$ cat src/rtl/core/png_scanline_unfilter_core_assert.svh
// assertion macros for the png scanline unfilter core
`ifndef PNG_SCANLINE_UNFILTER_CORE_ASSERT_SVH
`define PNG_SCANLINE_UNFILTER_CORE_ASSERT_SVH

// same-cycle implication
`define PSU_ASSERT_NOW(label, clk, rst, ante, cons, msg) \
   label: assert property (@(posedge clk) disable iff (rst) (ante) |-> (cons)) \
      else $error(msg);

// next-cycle implication
`define PSU_ASSERT_NEXT(label, clk, rst, ante, cons, msg) \
   label: assert property (@(posedge clk) disable iff (rst) (ante) |=> (cons)) \
      else $error(msg);

`endif

$ cat src/rtl/core/psu_pkg.sv
// shared types and constants for the png scanline unfilter core
package psu_pkg;

   localparam int MAX_WIDTH   = 4096;
   localparam int MAX_BPP     = 4;
   localparam int STORE_DEPTH = MAX_WIDTH * MAX_BPP;
   localparam int COL_BITS    = $clog2(STORE_DEPTH);
   localparam int STRIDE_BITS = COL_BITS + 1;

   localparam int WIDTH_BITS  = 13;
   localparam int HEIGHT_BITS = 16;
   localparam int MODE_BITS   = 2;
   localparam int ADDR_BITS   = 4;

   localparam logic [7:0] ALPHA_OPAQUE = 8'hFF;
   localparam logic [7:0] FILTER_MAX   = 8'd4;

   localparam logic [MODE_BITS-1:0] MODE_GRAY = 2'd0;
   localparam logic [MODE_BITS-1:0] MODE_RGB  = 2'd1;

   typedef enum logic [1:0] {
      CSR_IMAGE_WIDTH  = 2'd0,
      CSR_IMAGE_HEIGHT = 2'd1,
      CSR_COLOR_MODE   = 2'd2
   } psu_csr_index_type;

   typedef enum logic [2:0] {
      FILT_NONE    = 3'd0,
      FILT_SUB     = 3'd1,
      FILT_UP      = 3'd2,
      FILT_AVERAGE = 3'd3,
      FILT_PAETH   = 3'd4
   } psu_filter_type;

   typedef enum logic [1:0] {
      KIND_DROP,
      KIND_FILTER,
      KIND_BAD,
      KIND_DATA
   } psu_kind_type;

   typedef struct packed {
      logic [7:0] data_byte;
      logic       frame_start;
   } psu_req_type;

   typedef struct packed {
      logic [31:0] pixel_argb;
      logic        row_end;
      logic        image_end;
      logic        bad_filter;
   } psu_rsp_type;

   typedef struct packed {
      logic [WIDTH_BITS-1:0]  image_width;
      logic [HEIGHT_BITS-1:0] image_height;
      logic [MODE_BITS-1:0]   color_mode;
   } psu_cfg_type;

   typedef struct packed {
      psu_kind_type         kind;
      logic [7:0]           data_byte;
      psu_filter_type       filter;
      logic                 use_up;
      logic [COL_BITS-1:0]  addr;
      logic                 pix_done;
      logic                 row_done;
      logic                 img_done;
   } psu_op_type;

   typedef struct packed {
      logic                en;
      logic [COL_BITS-1:0] addr;
   } psu_rd_type;

   typedef struct packed {
      logic                en;
      logic [COL_BITS-1:0] addr;
      logic [7:0]          data;
   } psu_wr_type;

endpackage

$ cat src/rtl/core/psu_recon.sv
// byte reconstruction, neighbor bytes, pixel packing and result register
module psu_recon (
   input  logic                   clock,
   input  logic                   reset,
   input  logic [psu_pkg::MODE_BITS-1:0] color_mode,
   input  psu_pkg::psu_op_type    op,
   input  logic                   op_valid,
   input  psu_pkg::psu_rd_type    rd,
   input  logic [7:0]             ram_rdata,
   output logic                   advance,
   output psu_pkg::psu_wr_type    wr,
   output logic                   rsp_valid,
   output psu_pkg::psu_rsp_type   rsp_data,
   input  logic                   rsp_stall
);
   import psu_pkg::*;

   logic [7:0]  left_ff [MAX_BPP];
   logic [7:0]  ul_ff   [MAX_BPP];
   logic [23:0] asm_ff;
   logic        fwd_ff;
   logic [7:0]  fwd_data_ff;
   logic        rsp_valid_ff, rsp_valid_in;
   psu_rsp_type rsp_ff, rsp_in;

   logic [1:0]  nidx;
   logic [7:0]  a, b, c, pred, v;
   logic [8:0]  avg_sum;
   logic signed [9:0] da, db, dc;
   logic [9:0]  pa, pb, pc;
   logic [31:0] full, pixel;
   logic        out_free, emit;

   assign out_free  = !rsp_valid_ff || !rsp_stall;
   assign advance   = op_valid && out_free;
   assign rsp_valid = rsp_valid_ff;
   assign rsp_data  = rsp_ff;

   always_comb begin
      if (color_mode == MODE_GRAY) begin
         nidx = 2'd0;
      end else if (color_mode == MODE_RGB) begin
         nidx = 2'd2;
      end else begin
         nidx = 2'd3;
      end
      a = left_ff[nidx];
      c = ul_ff[nidx];
      b = op.use_up ? (fwd_ff ? fwd_data_ff : ram_rdata) : 8'd0;

      avg_sum = {1'b0, a} + {1'b0, b};
      da = $signed({2'b0, b}) - $signed({2'b0, c});
      db = $signed({2'b0, a}) - $signed({2'b0, c});
      dc = da + db;
      pa = da[9] ? 10'(-da) : 10'(da);
      pb = db[9] ? 10'(-db) : 10'(db);
      pc = dc[9] ? 10'(-dc) : 10'(dc);

      unique case (op.filter)
         FILT_SUB:     pred = a;
         FILT_UP:      pred = b;
         FILT_AVERAGE: pred = avg_sum[8:1];
         FILT_PAETH: begin
            if (pa <= pb && pa <= pc) begin
               pred = a;
            end else if (pb <= pc) begin
               pred = b;
            end else begin
               pred = c;
            end
         end
         default:      pred = 8'd0;
      endcase
      v    = op.data_byte + pred;
      full = {asm_ff, v};

      if (color_mode == MODE_GRAY) begin
         pixel = {ALPHA_OPAQUE, v, v, v};
      end else if (color_mode == MODE_RGB) begin
         pixel = {ALPHA_OPAQUE, full[23:0]};
      end else begin
         pixel = {full[7:0], full[31:8]};
      end

      wr.en   = advance && (op.kind == KIND_DATA);
      wr.addr = op.addr;
      wr.data = v;

      emit   = (op.kind == KIND_BAD) || ((op.kind == KIND_DATA) && op.pix_done);
      rsp_in = rsp_ff;
      if (advance && emit) begin
         if (op.kind == KIND_BAD) begin
            rsp_in = '{pixel_argb: 32'd0, row_end: 1'b0, image_end: 1'b0,
                       bad_filter: 1'b1};
         end else begin
            rsp_in = '{pixel_argb: pixel, row_end: op.row_done,
                       image_end: op.img_done, bad_filter: 1'b0};
         end
      end
      if (advance && emit) begin
         rsp_valid_in = 1'b1;
      end else if (rsp_valid_ff && !rsp_stall) begin
         rsp_valid_in = 1'b0;
      end else begin
         rsp_valid_in = rsp_valid_ff;
      end
   end

   always_ff @(posedge clock) begin
      if (reset) begin
         for (int i = 0; i < MAX_BPP; i++) begin
            left_ff[i] <= 8'd0;
            ul_ff[i]   <= 8'd0;
         end
         asm_ff       <= '0;
         fwd_ff       <= 1'b0;
         rsp_valid_ff <= 1'b0;
      end else begin
         rsp_valid_ff <= rsp_valid_in;
         if (rd.en) begin
            fwd_ff <= wr.en && (wr.addr == rd.addr);
         end
         if (advance) begin
            unique case (op.kind)
               KIND_FILTER: begin
                  for (int i = 0; i < MAX_BPP; i++) begin
                     left_ff[i] <= 8'd0;
                     ul_ff[i]   <= 8'd0;
                  end
                  asm_ff <= '0;
               end
               KIND_DATA: begin
                  for (int i = 1; i < MAX_BPP; i++) begin
                     left_ff[i] <= left_ff[i-1];
                     ul_ff[i]   <= ul_ff[i-1];
                  end
                  left_ff[0] <= v;
                  ul_ff[0]   <= b;
                  asm_ff     <= op.pix_done ? 24'd0 : full[23:0];
               end
               default: ;
            endcase
         end
      end
   end

   always_ff @(posedge clock) begin
      rsp_ff <= rsp_in;
      if (rd.en) begin
         fwd_data_ff <= v;
      end
   end

endmodule
$ cat config.mk
export PLATFORM = sky130hd
export DESIGN_NAME = psu_recon
export DESIGN_NICKNAME = d
export VERILOG_FILES = /design/src/rtl/core/png_scanline_unfilter_core_assert.svh /design/src/rtl/core/psu_pkg.sv /design/src/rtl/core/psu_recon.sv
export SDC_FILE = /design/constraint.sdc
export NUM_CORES = 1
export LEC_CHECK = 0
export ABC_AREA = 1
export BUFFER_PORTS_ARGS = -buffer_cell sky130_fd_sc_hd__clkbuf_2
export CORE_ASPECT_RATIO = 0.9
export CORE_MARGIN = 5
export CORE_UTILIZATION = 25
export CTS_CLUSTER_DIAMETER = 60
export DETAILED_ROUTE_END_ITERATION = 12
export GPL_ROUTABILITY_DRIVEN = 0
export PLACE_DENSITY = 0.39
export SLEW_MARGIN = 10
export SYNTH_ARGS = -nofsm -noshare
export SYNTH_HDL_FRONTEND = slang
export SYNTH_SLANG_ARGS = --single-unit
export TNS_END_PERCENT = 20
$ cat constraint.sdc
create_clock -name clock -period 19.7 [get_ports clock]
set_input_delay 0 -clock clock [delete_from_list [all_inputs] [get_ports clock]]
set_output_delay 0 -clock clock [all_outputs]
set_load 0.02 [all_outputs]
==> metrics.cfg <==
[clock_tree]
tritoncts = done
clkLatencyLatePin_ns = 0.42
ctsRootBufferMaster = clkbuf_16
cts_max_level = 4
post_cts.repair.setup_buffers = 0
clkTransAtPathRegs_ns = 0.06
cts_sinks = 133
cts_buffer_depth = 2
cts_buffers = 17

[die]
dieWidth_um = 212
start_util_pct = 25.3
ioPinCount = 120
rows = 66
coreArea_um2 = 36200
die_area_um2 = 40600
die_h_um = 192

[logic_synthesis]
ys_seq_area_share_pct = 39.0
synth_seq_cells = 133
synthesis.area_um2 = 9160
synth-edff-count = 91
synthArstFlopShare_pct = 0
netlist-cell-type-count = 51
synthFlopType = edfxtp_1
synth_cells = 1158
syn-mean-instance-area_um2 = 7.91
ys.warnings.count = 0

[detailed_routing]
drt_pass1_iterations = 5
drtAntennaViolNets = 0
routedWlPerCell_um = 16.4
drc = 0
wl_um = 29000
drtIter0Drc = 565
vias_per_cell = 4.54
num_vias = 8011

[pwr]
power_uw = 1160
leakage_uw = 0.00489
ir_drop_v = 0.0000732
powerDensity_nw_per_um2 = 107

[sta]
finalHoldViolCount = 0
fmax_ghz = 0.109
fin_crit_ns = 9.19
finClkSkew_ns = 0.00904
grt_setup_unrepaired = false
tightest_slew_ns = 0.970
setup_viol = 0
final_max_slew_viol_count = 0
setup_ws_ns = 10.51
relSlewSlack_pct = 35.1
fin_tns_setup_ns = 0
fin_crit_sh_pct = 46.7

[critical_path]
critPathKind = in2out
cp_common_cell = nand2_1
cpMaxStageDelayCell = xor2_1
crit_path_max_fanout = 39
startpoint_type = input port
worstPathArrival_ns = 9.19
critPathMaxStageDelay_ns = 0.76
critPathRequiredTime_ns = 19.70
worst_setup_path_end_kind = output pin

[flow_run]
maxCapViolations = 0

[final_layout]
num_antenna_cells = 0
drive_gt1_share_pct = 16.6
synthToLayoutAreaGrowth_pct = 18.9
fin_nets = 1408
final_core_util_pct = 30.1

[grt]
grt_remaining_overflow = 0
antenna_found_initial = 1
grt_max_degree = 66
grtUsageTotal_pct = 14.5
grt_pass1_wl_um = 45700
first_global_vias = 7905

[placement]
dp_slack_ns = 10.34
dp_hpwl_um = 22300
io_buffers = 119

[hold_path]
min_path_type = in2reg

[outcome]
outcome = completed

==> final timing paths <==
check	from	end	slack, ns	depth (start not counted)
max	color_mode[1]	wr[6]	10.51	44
min	ram_rdata[4]	ul_ff[0][4]	0.08	3
max reg2reg	fwd_ff	rsp_data[25]	11.22	43
min reg2reg	left_ff[2][5]	left_ff[2][5]	0.48	2
==> per-layer routing <==
metal  track usage [%]  wire length (µm)  up-vias
li1                  -                 -     4054
met1              21.2             14800     3800
met2              23.1             13000      148
met3              1.88              1030        9
met4              2.68               178        0
met5                 0                 0        -
==> cells in the mapped netlist (16+ instances only) <==
cell type	n	area share (%)
nand2_2	16	1.1
o22ai_1	26	1.8
inv_1	202	8.3
nor2_1	111	4.5
a21oi_1	66	3.6
nor3_1	20	1.1
dfxtp_1	42	9.2
nand2_1	216	8.9
ha_1	70	9.6
nand3_1	56	3.1
edfxtp_1	91	30
xor2_1	28	2.7
o21ai_0	50	2.7
==> timing repair <==
action | 4_1_cts | 5_1_grt
gates resized for setup | 0 | 0
endpoints found under the hold margin | 14 | 0
hold buffers | 8 | 0
==> cell usage in the layout, fill, tap and decap left out, types with 7 or more instances in the layout <==
cell type,netlist,layout
o211ai_1,8,8
nand4_1,10,10
buf_4,15,12
a21oi_1,66,66
nand2_2,16,18
o22ai_1,26,26
nor2_1,111,111
dfxtp_1,42,42
clkbuf_16,0,17
dlygate4sd3_1,0,8
ha_1,70,70
nand2_1,216,214
o21ai_0,50,50
nor3_1,20,19
clkbuf_2,0,119
nand3_1,56,56
xor2_1,28,28
edfxtp_1,91,91
inv_1,202,202
a31oi_1,11,11
o221ai_1,7,7
==> sequential cells by signal, indices dropped and copies added (netlist names) <==
| name | count |
|---|---|
| rsp_data | 35 |
| fwd_ff | 1 |
| asm_ff | 24 |
| left_ff | 32 |
| ul_ff | 32 |
| fwd_data_ff | 8 |
| rsp_valid | 1 |
==> worst max-delay path: cells and delay by family <==
| kind | cells | cell delay (ns) |
|---|---|---|
| AND/OR/NAND/NOR | 13 | 1.60 |
| adder cells (fa/ha/maj) | 6 | 1.94 |
| AO/OA/AOI/OAI | 11 | 2.10 |
| XOR/XNOR | 3 | 1.25 |
| buffers and inverters | 11 | 2.21 |
==> where the power goes <==
| part | internal, µW | leakage (µW) | switching (µW) | total (µW) |
|---|---|---|---|---|
| combinational | 177 | 0.00335 | 346 | 523 |
| clock | 187 | 0.000278 | 130 | 317 |
| sequential | 318 | 0.00126 | 5.03 | 323 |
==> stage by stage <==
| stage | cells | hold WS (ns) | instance area, µm² |
|---|---|---|---|
| 5_1_grt | 1763 | 0.0791 | 10900 |
| 3_3_place_gp | 1723 | 0.240 | 10200 |
| 4_1_cts | 1763 | 0.0587 | 10900 |
| 3_5_place_dp | 1723 | 0.242 | 10200 |
| 6_report | 1763 | 0.0799 | 10900 |
| 2_1_floorplan | 1160 | 0.0691 | 9170 |
==> layout make-up <==
class | instances | area, µm²
Fill cell | 3929 | 25300
Tap cell | 476 | 596
Multi-Input combinational cell | 772 | 4580
Clock inverter | 15 | 154
Sequential cell | 133 | 3570
Timing Repair Buffer | 139 | 766
Inverter | 211 | 795
Clock buffer | 17 | 425
==> cell families (layout without fill, tap and decap cells) <==
family,after synthesis,after routing,synth area share (%)
adder cells (fa/ha/maj),74,74,10.4
flip-flops,133,133,39.0
XOR/XNOR,37,37,3.78
buffers and inverters,255,382,11.3
other,2,4,0.0820
AND/OR/NAND/NOR,461,461,22.7
AO/OA/AOI/OAI,196,196,12.7
Note: power is estimated with default switching activity, not from simulation.
