<file path="src/rtl/core/png_scanline_unfilter_core_assert.svh">
// assertion macros for the png scanline unfilter core
`ifndef PNG_SCANLINE_UNFILTER_CORE_ASSERT_SVH
`define PNG_SCANLINE_UNFILTER_CORE_ASSERT_SVH

// same-cycle implication
`define PSU_ASSERT_NOW(label, clk, rst, ante, cons, msg) \
   label: assert property (@(posedge clk) disable iff (rst) (ante) |-> (cons)) \
      else $error(msg);

// next-cycle implication
`define PSU_ASSERT_NEXT(label, clk, rst, ante, cons, msg) \
   label: assert property (@(posedge clk) disable iff (rst) (ante) |=> (cons)) \
      else $error(msg);

`endif

</file>
<file path="src/rtl/core/psu_pkg.sv">
// shared types and constants for the png scanline unfilter core
package psu_pkg;

   localparam int MAX_WIDTH   = 4096;
   localparam int MAX_BPP     = 4;
   localparam int STORE_DEPTH = MAX_WIDTH * MAX_BPP;
   localparam int COL_BITS    = $clog2(STORE_DEPTH);
   localparam int STRIDE_BITS = COL_BITS + 1;

   localparam int WIDTH_BITS  = 13;
   localparam int HEIGHT_BITS = 16;
   localparam int MODE_BITS   = 2;
   localparam int ADDR_BITS   = 4;

   localparam logic [7:0] ALPHA_OPAQUE = 8'hFF;
   localparam logic [7:0] FILTER_MAX   = 8'd4;

   localparam logic [MODE_BITS-1:0] MODE_GRAY = 2'd0;
   localparam logic [MODE_BITS-1:0] MODE_RGB  = 2'd1;

   typedef enum logic [1:0] {
      CSR_IMAGE_WIDTH  = 2'd0,
      CSR_IMAGE_HEIGHT = 2'd1,
      CSR_COLOR_MODE   = 2'd2
   } psu_csr_index_type;

   typedef enum logic [2:0] {
      FILT_NONE    = 3'd0,
      FILT_SUB     = 3'd1,
      FILT_UP      = 3'd2,
      FILT_AVERAGE = 3'd3,
      FILT_PAETH   = 3'd4
   } psu_filter_type;

   typedef enum logic [1:0] {
      KIND_DROP,
      KIND_FILTER,
      KIND_BAD,
      KIND_DATA
   } psu_kind_type;

   typedef struct packed {
      logic [7:0] data_byte;
      logic       frame_start;
   } psu_req_type;

   typedef struct packed {
      logic [31:0] pixel_argb;
      logic        row_end;
      logic        image_end;
      logic        bad_filter;
   } psu_rsp_type;

   typedef struct packed {
      logic [WIDTH_BITS-1:0]  image_width;
      logic [HEIGHT_BITS-1:0] image_height;
      logic [MODE_BITS-1:0]   color_mode;
   } psu_cfg_type;

   typedef struct packed {
      psu_kind_type         kind;
      logic [7:0]           data_byte;
      psu_filter_type       filter;
      logic                 use_up;
      logic [COL_BITS-1:0]  addr;
      logic                 pix_done;
      logic                 row_done;
      logic                 img_done;
   } psu_op_type;

   typedef struct packed {
      logic                en;
      logic [COL_BITS-1:0] addr;
   } psu_rd_type;

   typedef struct packed {
      logic                en;
      logic [COL_BITS-1:0] addr;
      logic [7:0]          data;
   } psu_wr_type;

endpackage

</file>
<file path="src/rtl/core/psu_ctrl.sv">
// byte sequencing: filter byte, row and column tracking, line store read issue
module psu_ctrl (
   input  logic                   clock,
   input  logic                   reset,
   input  psu_pkg::psu_cfg_type   cfg,
   input  logic                   req_valid,
   input  psu_pkg::psu_req_type   req_data,
   output logic                   req_stall,
   input  logic                   advance,
   output psu_pkg::psu_op_type    op,
   output logic                   op_valid,
   output psu_pkg::psu_rd_type    rd
);
   import psu_pkg::*;

   logic [HEIGHT_BITS-1:0] row_ff, row_in, row_s;
   logic [COL_BITS-1:0]    col_ff, col_in, col_s;
   logic [1:0]             mod3_ff, mod3_in, mod3_s;
   logic                   exp_ff, exp_in, exp_s;
   logic                   drop_ff, drop_in, drop_s;
   psu_filter_type         filt_ff, filt_in, filt_s;
   psu_op_type             op_ff, op_in, new_op;
   logic                   op_valid_ff, op_valid_in;

   logic                   accept;
   logic [WIDTH_BITS-1:0]  w_eff;
   logic [STRIDE_BITS-1:0] w_ext, stride, col_inc;
   logic [HEIGHT_BITS:0]   h_eff, row_inc;
   logic                   row_done, pix_done, img_done;

   assign req_stall = op_valid_ff && !advance;
   assign accept    = req_valid && !req_stall;
   assign op        = op_ff;
   assign op_valid  = op_valid_ff;

   always_comb begin
      if (cfg.image_width == '0) begin
         w_eff = WIDTH_BITS'(1);
      end else if (cfg.image_width > WIDTH_BITS'(MAX_WIDTH)) begin
         w_eff = WIDTH_BITS'(MAX_WIDTH);
      end else begin
         w_eff = cfg.image_width;
      end
      w_ext = STRIDE_BITS'(w_eff);
      if (cfg.color_mode == MODE_GRAY) begin
         stride = w_ext;
      end else if (cfg.color_mode == MODE_RGB) begin
         stride = w_ext + (w_ext << 1);
      end else begin
         stride = w_ext << 2;
      end
      h_eff = (cfg.image_height == '0) ? (HEIGHT_BITS+1)'(1)
                                       : {1'b0, cfg.image_height};
   end

   always_comb begin
      row_s  = req_data.frame_start ? '0 : row_ff;
      col_s  = req_data.frame_start ? '0 : col_ff;
      mod3_s = req_data.frame_start ? '0 : mod3_ff;
      exp_s  = req_data.frame_start ? 1'b1 : exp_ff;
      drop_s = req_data.frame_start ? 1'b0 : drop_ff;
      filt_s = req_data.frame_start ? FILT_NONE : filt_ff;

      col_inc  = STRIDE_BITS'(col_s) + STRIDE_BITS'(1);
      row_inc  = (HEIGHT_BITS+1)'(row_s) + (HEIGHT_BITS+1)'(1);
      row_done = col_inc >= stride;
      img_done = row_inc >= h_eff;
      if (cfg.color_mode == MODE_GRAY) begin
         pix_done = 1'b1;
      end else if (cfg.color_mode == MODE_RGB) begin
         pix_done = (mod3_s == 2'd2) || row_done;
      end else begin
         pix_done = (col_s[1:0] == 2'd3) || row_done;
      end

      row_in  = row_s;
      col_in  = col_s;
      mod3_in = mod3_s;
      exp_in  = exp_s;
      drop_in = drop_s;
      filt_in = filt_s;

      new_op           = '0;
      new_op.kind      = KIND_DROP;
      new_op.data_byte = req_data.data_byte;
      new_op.filter    = filt_s;

      if (drop_s) begin
         new_op.kind = KIND_DROP;
      end else if (exp_s) begin
         if (req_data.data_byte > FILTER_MAX) begin
            new_op.kind = KIND_BAD;
            drop_in     = 1'b1;
         end else begin
            new_op.kind = KIND_FILTER;
            filt_in     = psu_filter_type'(req_data.data_byte[2:0]);
            exp_in      = 1'b0;
            col_in      = '0;
            mod3_in     = '0;
         end
      end else begin
         new_op.kind     = KIND_DATA;
         new_op.use_up   = row_s != '0;
         new_op.addr     = col_s;
         new_op.pix_done = pix_done;
         new_op.row_done = row_done;
         new_op.img_done = row_done && img_done;
         if (row_done) begin
            col_in  = '0;
            mod3_in = '0;
            if (img_done) begin
               drop_in = 1'b1;
            end else begin
               row_in = row_inc[HEIGHT_BITS-1:0];
               exp_in = 1'b1;
            end
         end else begin
            col_in  = col_inc[COL_BITS-1:0];
            mod3_in = (mod3_s == 2'd2) ? 2'd0 : mod3_s + 2'd1;
         end
      end

      op_in       = accept ? new_op : op_ff;
      op_valid_in = accept ? 1'b1 : (advance ? 1'b0 : op_valid_ff);
      rd.en       = accept && (new_op.kind == KIND_DATA);
      rd.addr     = col_s;
   end

   always_ff @(posedge clock) begin
      if (reset) begin
         row_ff      <= '0;
         col_ff      <= '0;
         mod3_ff     <= '0;
         exp_ff      <= 1'b1;
         drop_ff     <= 1'b0;
         filt_ff     <= FILT_NONE;
         op_valid_ff <= 1'b0;
      end else begin
         op_valid_ff <= op_valid_in;
         if (accept) begin
            row_ff  <= row_in;
            col_ff  <= col_in;
            mod3_ff <= mod3_in;
            exp_ff  <= exp_in;
            drop_ff <= drop_in;
            filt_ff <= filt_in;
         end
      end
   end

   always_ff @(posedge clock) begin
      op_ff <= op_in;
   end

endmodule

</file>
<file path="config.mk">
export PLATFORM = sky130hd
export DESIGN_NAME = psu_ctrl
export DESIGN_NICKNAME = d
export VERILOG_FILES = /design/src/rtl/core/png_scanline_unfilter_core_assert.svh /design/src/rtl/core/psu_pkg.sv /design/src/rtl/core/psu_ctrl.sv
export SDC_FILE = /design/constraint.sdc
export NUM_CORES = 1
export LEC_CHECK = 0
export BUFFER_PORTS_ARGS = -buffer_cell sky130_fd_sc_hd__buf_2
export CORE_MARGIN = 2
export CORE_UTILIZATION = 45
export CTS_CLUSTER_SIZE = 30
export DETAILED_ROUTE_END_ITERATION = 10
export GPL_TIMING_DRIVEN = 0
export PLACE_DENSITY_LB_ADDON = 0.12
export SKIP_CTS_REPAIR_TIMING = 1
export SYNTH_ARGS = -nofsm -noshare
export SYNTH_HDL_FRONTEND = slang
export SYNTH_SLANG_ARGS = --single-unit
</file>
<file path="constraint.sdc">
create_clock -name clock -period 11.56 [get_ports clock]
set_clock_uncertainty 0.1 [all_clocks]
set_input_delay 3.468 -clock clock [delete_from_list [all_inputs] [get_ports clock]]
set_output_delay 3.468 -clock clock [all_outputs]
set_load 0.01 [all_outputs]
</file>
==> out/qor.yml <==
run_status:
  status: "finished clean"
clock_network:
  clock_path_buffers: 2
  htreeDepth: 3
  path_clk_slew_ps: 60
  insertion_delay_ps: 340
  root_buffer: "clkbuf_16"
  cts_made_buffers: 9
  cts_sinks: 69
  cts_tree: "done"
sta:
  finalCriticalPeriod_ps: 8960
  finalHoldViolCount: 0
  tns_ps: 0
  max_freq_mhz: 112
  finalSetupViolCount: 0
  rsz0062_at_grt: "no"
  drv_slew: 0
  period_share_pct: 77.5
  worst_pin_slew_ps: 697
  maxSlewHeadroom_pct: 53.0
synth:
  syn_area_um2: 5630
  yosysTopAreaCell: "edfxtp_1"
  synth_area_leaders: "edfxtp_1 (17%), dfxtp_1 (14%), ha_1 (8.5%), nor2_1 (4.6%), nor2b_1 (4.1%)"
  ys_seq_area_share_pct: 30.1
  syn_avg_cell_area_um2: 8.03
  ys_ff_latch: 69
  synth_cell_types: 69
  ys_warn_count: 0
  synth_top_area_share_pct: 16.5
  synth_commonest_cells: "nor2_1 (69), nand2_1 (55), a21oi_1 (39)"
  synth_ff_type: "dfxtp_1"
  synth_enable_flop_cells: 31
  synthArstFlopShare_pct: 0
  synth_nets: 783
  synth_cells: 701
  yosysMostFrequentCell: "nor2_1"
global_routing:
  grt_pass1_wl_um: 25800
  grt_max_degree: 41
  grt_use_total_pct: 24.1
  grt_pass1_vias: 5194
  antenna_found_initial: 0
  overflow: 0
critical_path:
  rr_startpoint: "col_ff[0]"
  reg2regPathDepth: 15
  path_class: "in2out"
  crit_fanout: 10
  endpoint: "rd[0]"
  worst_setup_path_start_kind: "input pin"
  required_ps: 7990
  rrSetupSlack_ps: 6790
  worst_setup_path_end_kind: "output pin"
  worst_ep_arrival_time_ps: 5390
  worst_setup_path_startpoint: "req_data[0]"
  r2r_end: "col_ff[12]"
placement:
  place.gp.congestion: 0.913
  io_buffers: 88
  dpl.cell_count: 957
  dp_hpwl_um: 12200
floorplanning:
  ioPinCount: 92
  fp.dieW_um: 116
  rows: 40
  core_region_area_um2: 12100
  initial_core_util_pct: 46.5
  die_h_um: 116
  dieArea_um2: 13400
pwr:
  power.density_nw_per_um2: 101
  p_leak_nw: 2.76
  max-vdd-ir-drop_mv: 0.0626
drt:
  wl_um: 15800
  drc: 0
  ant_nets: 0
  vias: 5754
  drt_iter0_drc: 440
  via_per_inst: 5.91
  firstDrtPassIters: 5
  wl_per_cell_um: 16.3
cells_and_area:
  fin_cells: 973
  diodes: 0
  final_util_pct: 54.3
  syn_to_final_growth_pct: 17.0
  final_nets: 882
  drive_above_1_share_pct: 17.3
job:
  maxCapViolations: 0
min_path:
  whs_path_depth: 2
  hp-class: "reg2reg"
[layout by cell type, fill, tap and decap left out, types with 10 or more instances in the layout]
master	netlist	final
nor2_1	69	69
nor2b_1	37	37
nand2_1	55	55
o311ai_0	10	10
and2_1	19	19
buf_2	10	98
a21oi_1	39	39
nor3_1	21	21
nand3_1	14	14
nand4_1	20	20
inv_1	30	30
dfxtp_1	38	38
clkbuf_1	33	33
ha_1	38	38
nor4_1	13	13
xnor2_1	15	15
o21ai_0	24	24
edfxtp_1	31	31
a31oi_1	13	13
[final cells by class]
class	instances	area (µm²)
fillers	1183	5530
multi-input cells	553	3620
flip-flops and latches	69	1690
repair buffers	88	440
clock buffers	9	225
well taps	168	210
plain buffers	47	193
inverters	32	120
clock inverters	7	80.1
[per-layer routing]
metal | vias up | global-route usage (%) | wire length (µm)
met5 | - | 0 | 0
met4 | 0 | 6.27 | 189
met3 | 19 | 3.66 | 1170
met2 | 257 | 37.9 | 6900
met1 | 2673 | 34.9 | 7570
li1 | 2805 | - | -
[cells by family (layout without fill, tap and decap cells)]
family                   Yosys count  after routing  share of synthesized area [%]
buffers and inverters             79            183                           5.56
adder cells (fa/ha/maj)           38             38                           8.45
XOR/XNOR                          22             22                           3.42
multiplexers                       5              5                          0.978
AND/OR/NAND/NOR                  310            310                           29.7
flip-flops                        69             69                           30.1
AO/OA/AOI/OAI                    178            178                           21.8
[power breakdown]
| part | internal (W) | total [W] | leakage, nW | switching [W] |
|---|---|---|---|---|
| clock network | 0.000170 | 0.000283 | 0.143 | 0.000113 |
| logic | 0.0000440 | 0.000116 | 2.00 | 0.0000718 |
| registers | 0.000264 | 0.000269 | 0.617 | 0.00000513 |
[worst min path at each step]
stage	startpoint	to	slack [ps]
2_1_floorplan	filt_ff[0]	filt_ff[0]	360
3_3_place_gp	mod3_ff[1]	mod3_ff[1]	370
3_5_place_dp	mod3_ff[1]	mod3_ff[1]	390
4_1_cts	mod3_ff[1]	mod3_ff[1]	400
5_1_grt	mod3_ff[1]	mod3_ff[1]	430
6_report	mod3_ff[1]	mod3_ff[1]	400
[metrics by stage]
| step | hold slack, ps | setup WS, ps | total power (W) | cell area, µm² |
|---|---|---|---|---|
| finish | 397 | 2600 | 0.000667 | 6580 |
| global route | 435 | 2410 | 0.000695 | 6580 |
| CTS | 396 | 2620 | 0.000670 | 6580 |
| floorplan | 358 | 3450 | 0.000350 | 5630 |
| detailed placement | 388 | 2590 | 0.000389 | 6280 |
| global placement | 370 | 2640 | 0.000386 | 6280 |
[worst max-delay path, cell delays in order]
cell      delay [ps]
buf_2             90
buf_2            220
clkbuf_1         410
buf_1            470
buf_2            380
nor2b_1          180
buf_2            170
[state kept, by name, indices dropped and copies added, names as in the netlist]
register,count
mod3_ff,2
row_ff,16
drop_ff,1
op,31
exp_ff,1
op_valid,1
filt_ff,3
col_ff,14
Power figures use the tool's default switching activity.
