**config.mk**
```make
export PLATFORM = sky130hd
export DESIGN_NAME = psu_csr
export DESIGN_NICKNAME = d
export VERILOG_FILES = /design/src/rtl/core/png_scanline_unfilter_core_assert.svh /design/src/rtl/core/psu_pkg.sv /design/src/rtl/core/psu_csr.sv
export SDC_FILE = /design/constraint.sdc
export NUM_CORES = 1
export LEC_CHECK = 0
export BUFFER_PORTS_ARGS = -buffer_cell sky130_fd_sc_hd__buf_2
export CELL_PAD_IN_SITES_DETAIL_PLACEMENT = 1
export CELL_PAD_IN_SITES_GLOBAL_PLACEMENT = 1
export CORE_MARGIN = 2
export CORE_UTILIZATION = 30
export CTS_CLUSTER_SIZE = 14
export DETAILED_ROUTE_END_ITERATION = 8
export GPL_TIMING_DRIVEN = 0
export MAX_ROUTING_LAYER = met4
export PLACE_DENSITY_LB_ADDON = 0.1
export RECOVER_POWER = 25
export SYNTH_ARGS = -nofsm -noshare
export SYNTH_HDL_FRONTEND = slang
export SYNTH_SLANG_ARGS = --single-unit
```
**constraint.sdc**
```tcl
create_clock -name clock -period 1.3 [get_ports clock]
set_input_delay 0.13 -clock clock [delete_from_list [all_inputs] [get_ports clock]]
set_output_delay 0.13 -clock clock [all_outputs]
set_load 0.02 [all_outputs]
```
**src/rtl/core/png_scanline_unfilter_core_assert.svh**
```systemverilog
// assertion macros for the png scanline unfilter core
`ifndef PNG_SCANLINE_UNFILTER_CORE_ASSERT_SVH
`define PNG_SCANLINE_UNFILTER_CORE_ASSERT_SVH

// same-cycle implication
`define PSU_ASSERT_NOW(label, clk, rst, ante, cons, msg) \
   label: assert property (@(posedge clk) disable iff (rst) (ante) |-> (cons)) \
      else $error(msg);

// next-cycle implication
`define PSU_ASSERT_NEXT(label, clk, rst, ante, cons, msg) \
   label: assert property (@(posedge clk) disable iff (rst) (ante) |=> (cons)) \
      else $error(msg);

`endif

```
**src/rtl/core/psu_pkg.sv**
```systemverilog
// shared types and constants for the png scanline unfilter core
package psu_pkg;

   localparam int MAX_WIDTH   = 4096;
   localparam int MAX_BPP     = 4;
   localparam int STORE_DEPTH = MAX_WIDTH * MAX_BPP;
   localparam int COL_BITS    = $clog2(STORE_DEPTH);
   localparam int STRIDE_BITS = COL_BITS + 1;

   localparam int WIDTH_BITS  = 13;
   localparam int HEIGHT_BITS = 16;
   localparam int MODE_BITS   = 2;
   localparam int ADDR_BITS   = 4;

   localparam logic [7:0] ALPHA_OPAQUE = 8'hFF;
   localparam logic [7:0] FILTER_MAX   = 8'd4;

   localparam logic [MODE_BITS-1:0] MODE_GRAY = 2'd0;
   localparam logic [MODE_BITS-1:0] MODE_RGB  = 2'd1;

   typedef enum logic [1:0] {
      CSR_IMAGE_WIDTH  = 2'd0,
      CSR_IMAGE_HEIGHT = 2'd1,
      CSR_COLOR_MODE   = 2'd2
   } psu_csr_index_type;

   typedef enum logic [2:0] {
      FILT_NONE    = 3'd0,
      FILT_SUB     = 3'd1,
      FILT_UP      = 3'd2,
      FILT_AVERAGE = 3'd3,
      FILT_PAETH   = 3'd4
   } psu_filter_type;

   typedef enum logic [1:0] {
      KIND_DROP,
      KIND_FILTER,
      KIND_BAD,
      KIND_DATA
   } psu_kind_type;

   typedef struct packed {
      logic [7:0] data_byte;
      logic       frame_start;
   } psu_req_type;

   typedef struct packed {
      logic [31:0] pixel_argb;
      logic        row_end;
      logic        image_end;
      logic        bad_filter;
   } psu_rsp_type;

   typedef struct packed {
      logic [WIDTH_BITS-1:0]  image_width;
      logic [HEIGHT_BITS-1:0] image_height;
      logic [MODE_BITS-1:0]   color_mode;
   } psu_cfg_type;

   typedef struct packed {
      psu_kind_type         kind;
      logic [7:0]           data_byte;
      psu_filter_type       filter;
      logic                 use_up;
      logic [COL_BITS-1:0]  addr;
      logic                 pix_done;
      logic                 row_done;
      logic                 img_done;
   } psu_op_type;

   typedef struct packed {
      logic                en;
      logic [COL_BITS-1:0] addr;
   } psu_rd_type;

   typedef struct packed {
      logic                en;
      logic [COL_BITS-1:0] addr;
      logic [7:0]          data;
   } psu_wr_type;

endpackage

```
**src/rtl/core/psu_csr.sv**
```systemverilog
// configuration registers with apb-style access
module psu_csr (
   input  logic                            clock,
   input  logic                            reset,
   input  logic                            psel,
   input  logic                            penable,
   input  logic                            pwrite,
   input  logic [psu_pkg::ADDR_BITS-1:0]   paddr,
   input  logic [31:0]                     pwdata,
   output logic [31:0]                     prdata,
   output logic                            pready,
   output psu_pkg::psu_cfg_type            cfg
);
   import psu_pkg::*;

   psu_cfg_type       cfg_ff;
   psu_cfg_type       cfg_in;
   logic              wr_en;
   psu_csr_index_type reg_index;

   assign pready    = 1'b1;
   assign wr_en     = psel && penable && pwrite;
   assign reg_index = psu_csr_index_type'(paddr[3:2]);
   assign cfg       = cfg_ff;

   always_comb begin
      cfg_in = cfg_ff;
      if (wr_en) begin
         unique case (reg_index)
            CSR_IMAGE_WIDTH:  cfg_in.image_width  = pwdata[WIDTH_BITS-1:0];
            CSR_IMAGE_HEIGHT: cfg_in.image_height = pwdata[HEIGHT_BITS-1:0];
            CSR_COLOR_MODE:   cfg_in.color_mode   = pwdata[MODE_BITS-1:0];
            default: ;
         endcase
      end
   end

   always_comb begin
      unique case (reg_index)
         CSR_IMAGE_WIDTH:  prdata = {{(32-WIDTH_BITS){1'b0}}, cfg_ff.image_width};
         CSR_IMAGE_HEIGHT: prdata = {{(32-HEIGHT_BITS){1'b0}}, cfg_ff.image_height};
         CSR_COLOR_MODE:   prdata = {{(32-MODE_BITS){1'b0}}, cfg_ff.color_mode};
         default:          prdata = 32'd0;
      endcase
   end

   always_ff @(posedge clock) begin
      if (reset) begin
         cfg_ff.image_width  <= WIDTH_BITS'(1);
         cfg_ff.image_height <= HEIGHT_BITS'(1);
         cfg_ff.color_mode   <= MODE_GRAY;
      end else begin
         cfg_ff <= cfg_in;
      end
   end

endmodule

```
==> results_dict.tcl, run 1 <==
set metrics [dict create \
    status "finished clean" \
    syn_inst 179 \
    die-area_um2 6291 \
    grt_max_degree 11 \
    synth_seq_cells 31 \
    rsz0062_at_grt "no" \
    layout-drive-gt1-share_pct 31.34 \
    drv_slew 0 \
    tightest_slew_ns 0.5817 \
    drtIter0Drc 36 \
    antenna_found_initial 0 \
    clkSinkCount 31 \
    rr_worst_depth 2 \
    finalCritPeriodShare_pct 89.99 \
    met3_usage_pct 2.955 \
    pwr_density_cell_nw_per_um2 896.2 \
    endpoint_kind "primary output" \
    first_global_vias 1388 \
    synth-seq-area-share_pct 36.47 \
    post_cts_buffers 0 \
    core_um2 5507 \
    clkLatencyLatePin_ns 0.28 \
    root_buffer "clkbuf_8" \
    wire_per_inst_um 13.52 \
    finalWirelength_mm 4.598 \
    pre_cts_ws_ns -0.002953 \
    cts_hold_buf 0 \
    dp.cells 332 \
    grt_pass1_wl_mm 7.010 \
    worstSetupPathType "reg2out" \
    slew_headroom_pct 61.22 \
    ys_types 19 \
    ir_drop_mv 0.2831 \
    grt_use_met2_pct 23.73 \
    holdPathStages 3 \
    busiest_layer "met2" \
    numCtsBuffers 5 \
    r2r_slack_ns 0.67 \
    setup_ws_ns 0.1302 \
    cts_tree "built" \
    min_path_type "in2reg" \
    vias 1458 \
    place_hpwl_mm 3.429 \
    via_per_inst 4.288 \
    use_met1_pct 19.40 \
    skew_ns 0 \
    portBuffers 66 \
    crit_arrival_ns 1.04 \
    p_leak_nw 1.118 \
    drc_errors 0 \
    tns_ns 0 \
    path_max_fanout 3 \
    grt_usage_pct 15.07 \
    fmax_mhz 854.8 \
    hold_violations 0 \
    synth_warnings 0 \
    largest_register_ffs 31 \
    fin_hold_ws_ns 0.1045 \
    clk_pin_slew_ns 0.07 \
    synth.avg_cell_area_um2 9.506 \
    cts.path.max_buffers 2 \
    fin_crit_ns 1.170 \
    rows 27 \
    nFillCells 694 \
    crit_required_ns 1.17 \
    cp-start-kind "register" \
    area_growth_pct 31.47 \
    pin_count 105 \
    antenna_cells 0 \
    gp_congestion 0.7149 \
    antenna_left 0 \
    drv_cap 0 \
    finalNonFillerCells 340 \
    die_h_um 79.32 \
    nets 308 \
    die_w_um 79.32 \
    syn_area_um2 1702 \
    dr.pass1.iters 4 \
    cts_resized 1 \
    htreeDepth 2 \
    final-setup-viol-count 0 \
    start_util_pct 30.90 \
    overflow 0 \
]
## cell usage after synthesis
cell      count  share of area, %
nand2b_1     45                17
mux2i_1      44                26
dfxtp_1      31                36
buf_4        18               7.9
nor2_1       14               3.1
clkbuf_1      6               1.3
and2_1        3               1.1
buf_6         3               2.0
conb_1        2              0.44
nand2_1       2              0.44
nor2b_1       2              0.74
o21ai_0       2              0.59
buf_2         1              0.29
nand3_2       1              0.59
nand4_1       1              0.37
nor3_1        1              0.29
nor3b_1       1              0.44
nor3b_4       1               1.1
or3_1         1              0.37
## through the flow
| stage | total power, mW | utilization, % | instance area (um2) |
|---|---|---|---|
| floorplan | 1.210 | - | 1758 |
| CTS | 2.037 | 41.08 | 2262 |
| finish | 2.005 | 40.63 | 2237 |
| detailed placement | 1.298 | 39.56 | 2178 |
| global route | 2.098 | 40.63 | 2237 |
| global placement | 1.296 | 39.56 | 2178 |
## critical path, cell delays in order, from the launching register on
cell     delay [ns]
dfxtp_1        0.37
mux2i_1        0.08
o21ai_0        0.13
buf_2          0.18
## final timing paths
path | start | endpoint
setup / recovery | cfg[18] | prdata[0]
hold / removal | pwdata[13] | cfg[15]
setup reg to reg | cfg[20] | cfg[20]
hold reg to reg | cfg[15] | cfg[15]
## cell families after synthesis
family	count (synthesis)	synth area share (%)
flip-flops	31	36.47
AO/OA/AOI/OAI	2	0.5883
AND/OR/NAND/NOR	72	25.07
multiplexers	44	25.88
other	2	0.4413
buffers and inverters	28	11.54
## power by group
group | internal [mW] | switching (mW) | leakage [nW] | total [mW]
clock | 0.375 | 0.359 | 0.0422 | 0.735
combinational | 0.130 | 0.169 | 0.825 | 0.299
sequential | 0.962 | 0.00959 | 0.250 | 0.972
total | 1.47 | 0.538 | 1.12 | 2.01
## final cells by class
class | instances | area [um2] | share of cell area, %
Tap cell | 72 | 90.09 | 4.027
Timing Repair Buffer | 66 | 316.6 | 14.15
Buffer | 28 | 192.7 | 8.613
Clock buffer | 7 | 76.32 | 3.412
Clock inverter | 1 | 5.005 | 0.2237
Multi-Input combinational cell | 135 | 935.9 | 41.83
Sequential cell | 31 | 620.6 | 27.74
## routing by layer
layer | up-vias | wire, um
met5 | - | 0
met4 | 0 | 55
met3 | 6 | 275
met2 | 55 | 2220
met1 | 670 | 2047
li1 | 727 | -
## cells in the final DEF (no fill, tap or decap)
cell type / instances
nand2b_1: 45
and2_1: 3
conb_1: 17
nor3b_4: 1
nor3_1: 1
nor2b_1: 2
clkbuf_8: 5
nor2_1: 14
nor3b_1: 1
buf_2: 55
nand3_1: 1
nand4_1: 1
o21ai_0: 2
dfxtp_1: 31
clkbuf_2: 1
nand2_1: 2
clkinv_2: 1
or3_1: 1
mux2i_1: 44
buf_6: 2
buf_4: 19
clkbuf_1: 19
Note: power is estimated with default switching activity, not from simulation.
==> inputs of run 2 (changes only) <==
- CORE_ASPECT_RATIO: unset -> 1.75
- CTS_CLUSTER_SIZE: 14 -> unset
==> results_dict.tcl, run 2 (same netlist as run 1, synthesis figures left out) <==
set metrics [dict create \
    crit_required_ns 1.17 \
    drv_cap 0 \
    rows 36 \
    clkSinkCount 31 \
    layout-drive-gt1-share_pct 33.71 \
    core_um2 5540 \
    rr_worst_depth 2 \
    final_common_cell "buf_2" \
    min_path_type "in2reg" \
    via_per_inst 4.178 \
    antenna_left 0 \
    status "finished clean" \
    wire_per_inst_um 13.43 \
    p_leak_nw 1.148 \
    place_hpwl_mm 3.553 \
    drc_errors 0 \
    cts_hold_buf 0 \
    fmax_mhz 826.2 \
    pwr_density_cell_nw_per_um2 896.3 \
    skew_ns 0 \
    finalCritPeriodShare_pct 93.10 \
    portBuffers 66 \
    antenna_found_initial 0 \
    power_mw 2.021 \
    drv_slew 0 \
    holdPathStages 3 \
    vias 1433 \
    antenna_cells 0 \
    area_growth_pct 32.50 \
    largest_register_ffs 31 \
    final-setup-viol-count 0 \
    die_w_um 60.93 \
    grt_usage_pct 16.03 \
    grt_pass1_wl_mm 7.251 \
    numCtsBuffers 5 \
    met1_length_mm 1.767 \
    cts_tree "built" \
    highest_layer "met4" \
    tns_ns 0 \
    root_buffer "clkbuf_8" \
    slew_headroom_pct 57.26 \
    path_max_fanout 10 \
    first_global_vias 1452 \
    critical_path.cell_chain "buf_6 -> clkbuf_1 -> nor2_1 -> buf_2" \
    worstSetupPathType "in2out" \
    grt_max_degree 11 \
    crit_arrival_ns 1.08 \
    die_h_um 103.6 \
    finalWirelength_mm 4.605 \
    nets 308 \
    start_util_pct 30.71 \
    crit_cells 4 \
    htreeDepth 2 \
    drtIter0Drc 23 \
    clkLatencyLatePin_ns 0.27 \
    cp_top_family "buffers and inverters" \
    pin_count 105 \
    dr_wl_met2_mm 2.575 \
    cpMaxStageDelayCell "clkbuf_1" \
    tightest_slew_ns 0.6412 \
    overflow 0 \
    rsz0062_at_grt "no" \
    cpPeakStageDelay_ns 0.51 \
    dr_wl_met3_um 233 \
    fin_crit_ns 1.210 \
    cp-start-kind "primary input" \
    hold_violations 0 \
    dr.pass1.iters 5 \
    cts.path.max_buffers 2 \
    gp_congestion 0.6977 \
    ir_drop_mv 0.4935 \
    final_cell_mix "buf_2 (60), nand2b_1 (45), mux2i_1 (44), dfxtp_1 (31), buf_4 (19)" \
    endpoint_kind "primary output" \
    die-area_um2 6314 \
    critical_path_buf_inv_count 3 \
    clk_pin_slew_ns 0.06 \
]
==> run 2: metrics by stage <==
stage	std cells	hold slack, ns	worst slack (ns)	instance area (um2)	utilization [%]
6_report	343	0.1199	0.08968	2255	40.70
5_1_grt	343	0.1080	0.01421	2255	40.70
4_1_cts	343	0.1079	0.05521	2273	41.03
3_5_place_dp	336	0.4034	-0.008991	2183	39.41
3_3_place_gp	336	0.4001	0.003569	2183	39.41
2_1_floorplan	194	0.2853	0.1431	1758	-
==> run 2: worst register-to-register path: stages, from the launching register on <==
cell and delay, ns:
dfxtp_1 0.36, nand2b_1 0.07, mux2i_1 0.13
==> run 2: layer usage <==
layer	vias up	global-route usage, %
met1	665	16.90
met4	0	5.124
met2	47	27.65
li1	719	-
met5	-	-
met3	2	4.494
==> run 2: area by class of cell <==
| class | instances | area, um2 |
|---|---|---|
| Multi-Input combinational cell | 135 | 935.9 |
| Tap cell | 76 | 95.09 |
| Sequential cell | 31 | 620.6 |
| Clock buffer | 6 | 82.58 |
| Clock inverter | 1 | 5.005 |
| Timing Repair Buffer | 66 | 322.8 |
| Buffer | 28 | 192.7 |
| Fill cell | 705 | 3286 |
==> run 2: where the power goes <==
group,internal (mW),switching [mW],leakage [nW]
clock,0.414,0.334,0.0470
sequential,0.963,0.00963,0.250
combinational,0.130,0.170,0.851
total,1.51,0.513,1.15
==> run 2: final timing paths <==
path | start | to | slack (ns)
min | pwdata[13] | cfg[15] | 0.12
max reg2reg | cfg[26] | cfg[26] | 0.67
max | paddr[3] | prdata[2] | 0.09
min reg2reg | cfg[0] | cfg[0] | 0.49
==> run 2: repair_timing <==
item                       in CTS  in global routing
gates resized for setup         1                  0
setup endpoints to repair       1                  0
setup buffers                   0                  0
==> inputs of run 3 (changes only) <==
- MAX_ROUTING_LAYER: met4 -> unset
==> results_dict.tcl, run 3 (same netlist as run 1, synthesis figures left out) <==
set metrics [dict create \
    r2r_slack_ns 0.67 \
    clk_pin_slew_ns 0.06 \
    antenna_found_initial 0 \
    die_h_um 103.6 \
    status "finished clean" \
    dr.pass1.iters 4 \
    via_per_inst 4.181 \
    clkLatencyLatePin_ns 0.28 \
    cpMaxStageDelayCell "clkbuf_1" \
    p_leak_nw 1.130 \
    cts.path.max_buffers 2 \
    endpoint_kind "primary output" \
    finalNonFillerCells 343 \
    clkSinkCount 31 \
    r2r-start "cfg[26]" \
    ir_drop_mv 0.4984 \
    final_common_cell "buf_2" \
    antenna_left 0 \
    critical_path_buf_inv_count 3 \
    reg2reg_to "cfg[26]" \
    pwr_density_cell_nw_per_um2 901.9 \
    drtIter0Drc 12 \
    largest_register_ffs 31 \
    crit_required_ns 1.17 \
    hold_violations 0 \
    final_cell_mix "buf_2 (56), nand2b_1 (45), mux2i_1 (44), dfxtp_1 (31), buf_4 (19)" \
    portBuffers 66 \
    die_w_um 60.93 \
    finalCritPeriodShare_pct 91.75 \
    path_max_fanout 10 \
    overflow 0 \
    core_um2 5540 \
    cts_tree "built" \
    vias 1434 \
    rr_worst_depth 2 \
    cp-start-kind "primary input" \
    nets 308 \
    critical_path.cell_chain "buf_6 -> clkbuf_1 -> nor2_1 -> buf_2" \
    nFillCells 706 \
    rows 36 \
    worstSetupPathType "in2out" \
    grt_max_degree 11 \
    dp.cells 336 \
    grt_pass1_wl_mm 7.231 \
    layout-drive-gt1-share_pct 32.21 \
    drv_slew 0 \
    root_buffer "clkbuf_8" \
    start_util_pct 30.71 \
    crit_arrival_ns 1.06 \
    cp_top_family "buffers and inverters" \
    drv_cap 0 \
    numCtsBuffers 5 \
    fin_crit_ns 1.193 \
    skew_ns 0 \
    cpPeakStageDelay_ns 0.49 \
    drc_errors 0 \
    wire_per_inst_um 13.44 \
    finalWirelength_mm 4.610 \
    hold_path_end "cfg[16]" \
    gp_congestion 0.6904 \
    first_global_vias 1461 \
    power_mw 2.029 \
    min_from "pwdata[14]" \
    area_growth_pct 32.21 \
    rsz0062_at_grt "no" \
    final-setup-viol-count 0 \
    slew_headroom_pct 58.43 \
    htreeDepth 2 \
    fmax_mhz 838.4 \
    grt_usage_pct 15.52 \
    place_hpwl_mm 3.553 \
    pin_count 105 \
    holdPathStages 3 \
    min_path_type "in2reg" \
    cts_hold_buf 0 \
    antenna_cells 0 \
    tightest_slew_ns 0.6236 \
    die-area_um2 6314 \
]
[run 3: power by group]
group | switching (mW) | internal, mW
combinational | 0.170 | 0.130
clock | 0.343 | 0.414
sequential | 0.00968 | 0.962
[run 3: worst reg2reg max path: cells and delay by family (launching register included)]
kind	cells	cell delay, ns
AND/OR/NAND/NOR	1	0.07
multiplexers	1	0.13
flip-flops	1	0.36
[run 3: how the worst max path moves through the flow]
stage / depth (start not counted) / slack (ns) / startpoint / end
6_report: 4 / 0.11 / paddr[3] / prdata[2]
5_1_grt: 3 / 0.02 / cfg[19] / prdata[1]
4_1_cts: 4 / 0.06 / paddr[3] / prdata[2]
3_5_place_dp: 5 / -0.009 / paddr[2] / prdata[2]
3_3_place_gp: 5 / 0.004 / paddr[2] / prdata[2]
2_1_floorplan: 2 / 0.14 / cfg[3] / prdata[1]
[run 3: final cells by class]
class,count,area [um2],share of cell area [%]
multi-input cells,135,935.9,41.60
flip-flops and latches,31,620.6,27.59
repair buffers,66,317.8,14.13
plain buffers,28,192.7,8.565
well taps,76,95.09,4.227
clock buffers,6,82.58,3.671
clock inverters,1,5.005,0.2225
[run 3: metrics by stage]
stage               setup slack [ns]  instance area (um2)  util [%]  hold WS [ns]  setup TNS (ns)
floorplan                     0.1431                 1758         -        0.2853               0
global placement            0.003569                 2183     39.41        0.4001               0
detailed placement         -0.008991                 2183     39.41        0.4034       -0.008991
CTS                          0.05521                 2273     41.03        0.1079               0
global route                 0.02031                 2250     40.61        0.1141               0
finish                        0.1072                 2250     40.61        0.1159               0
[run 3: metal layers]
| layer | vias up | GRT usage (%) | wire length (um) |
|---|---|---|---|
| li1 | 718 | - | - |
| met1 | 663 | 16.51 | 1728 |
| met2 | 46 | 27.65 | 2552 |
| met3 | 7 | 3.121 | 258 |
| met4 | 0 | 6.988 | 70 |
| met5 | - | 0 | 0 |
[run 3: timing repair]
action | 4_1_cts | 5_1_grt
setup buffers | 0 | 0
gates resized for setup | 1 | 0
setup endpoints to repair | 1 | 0
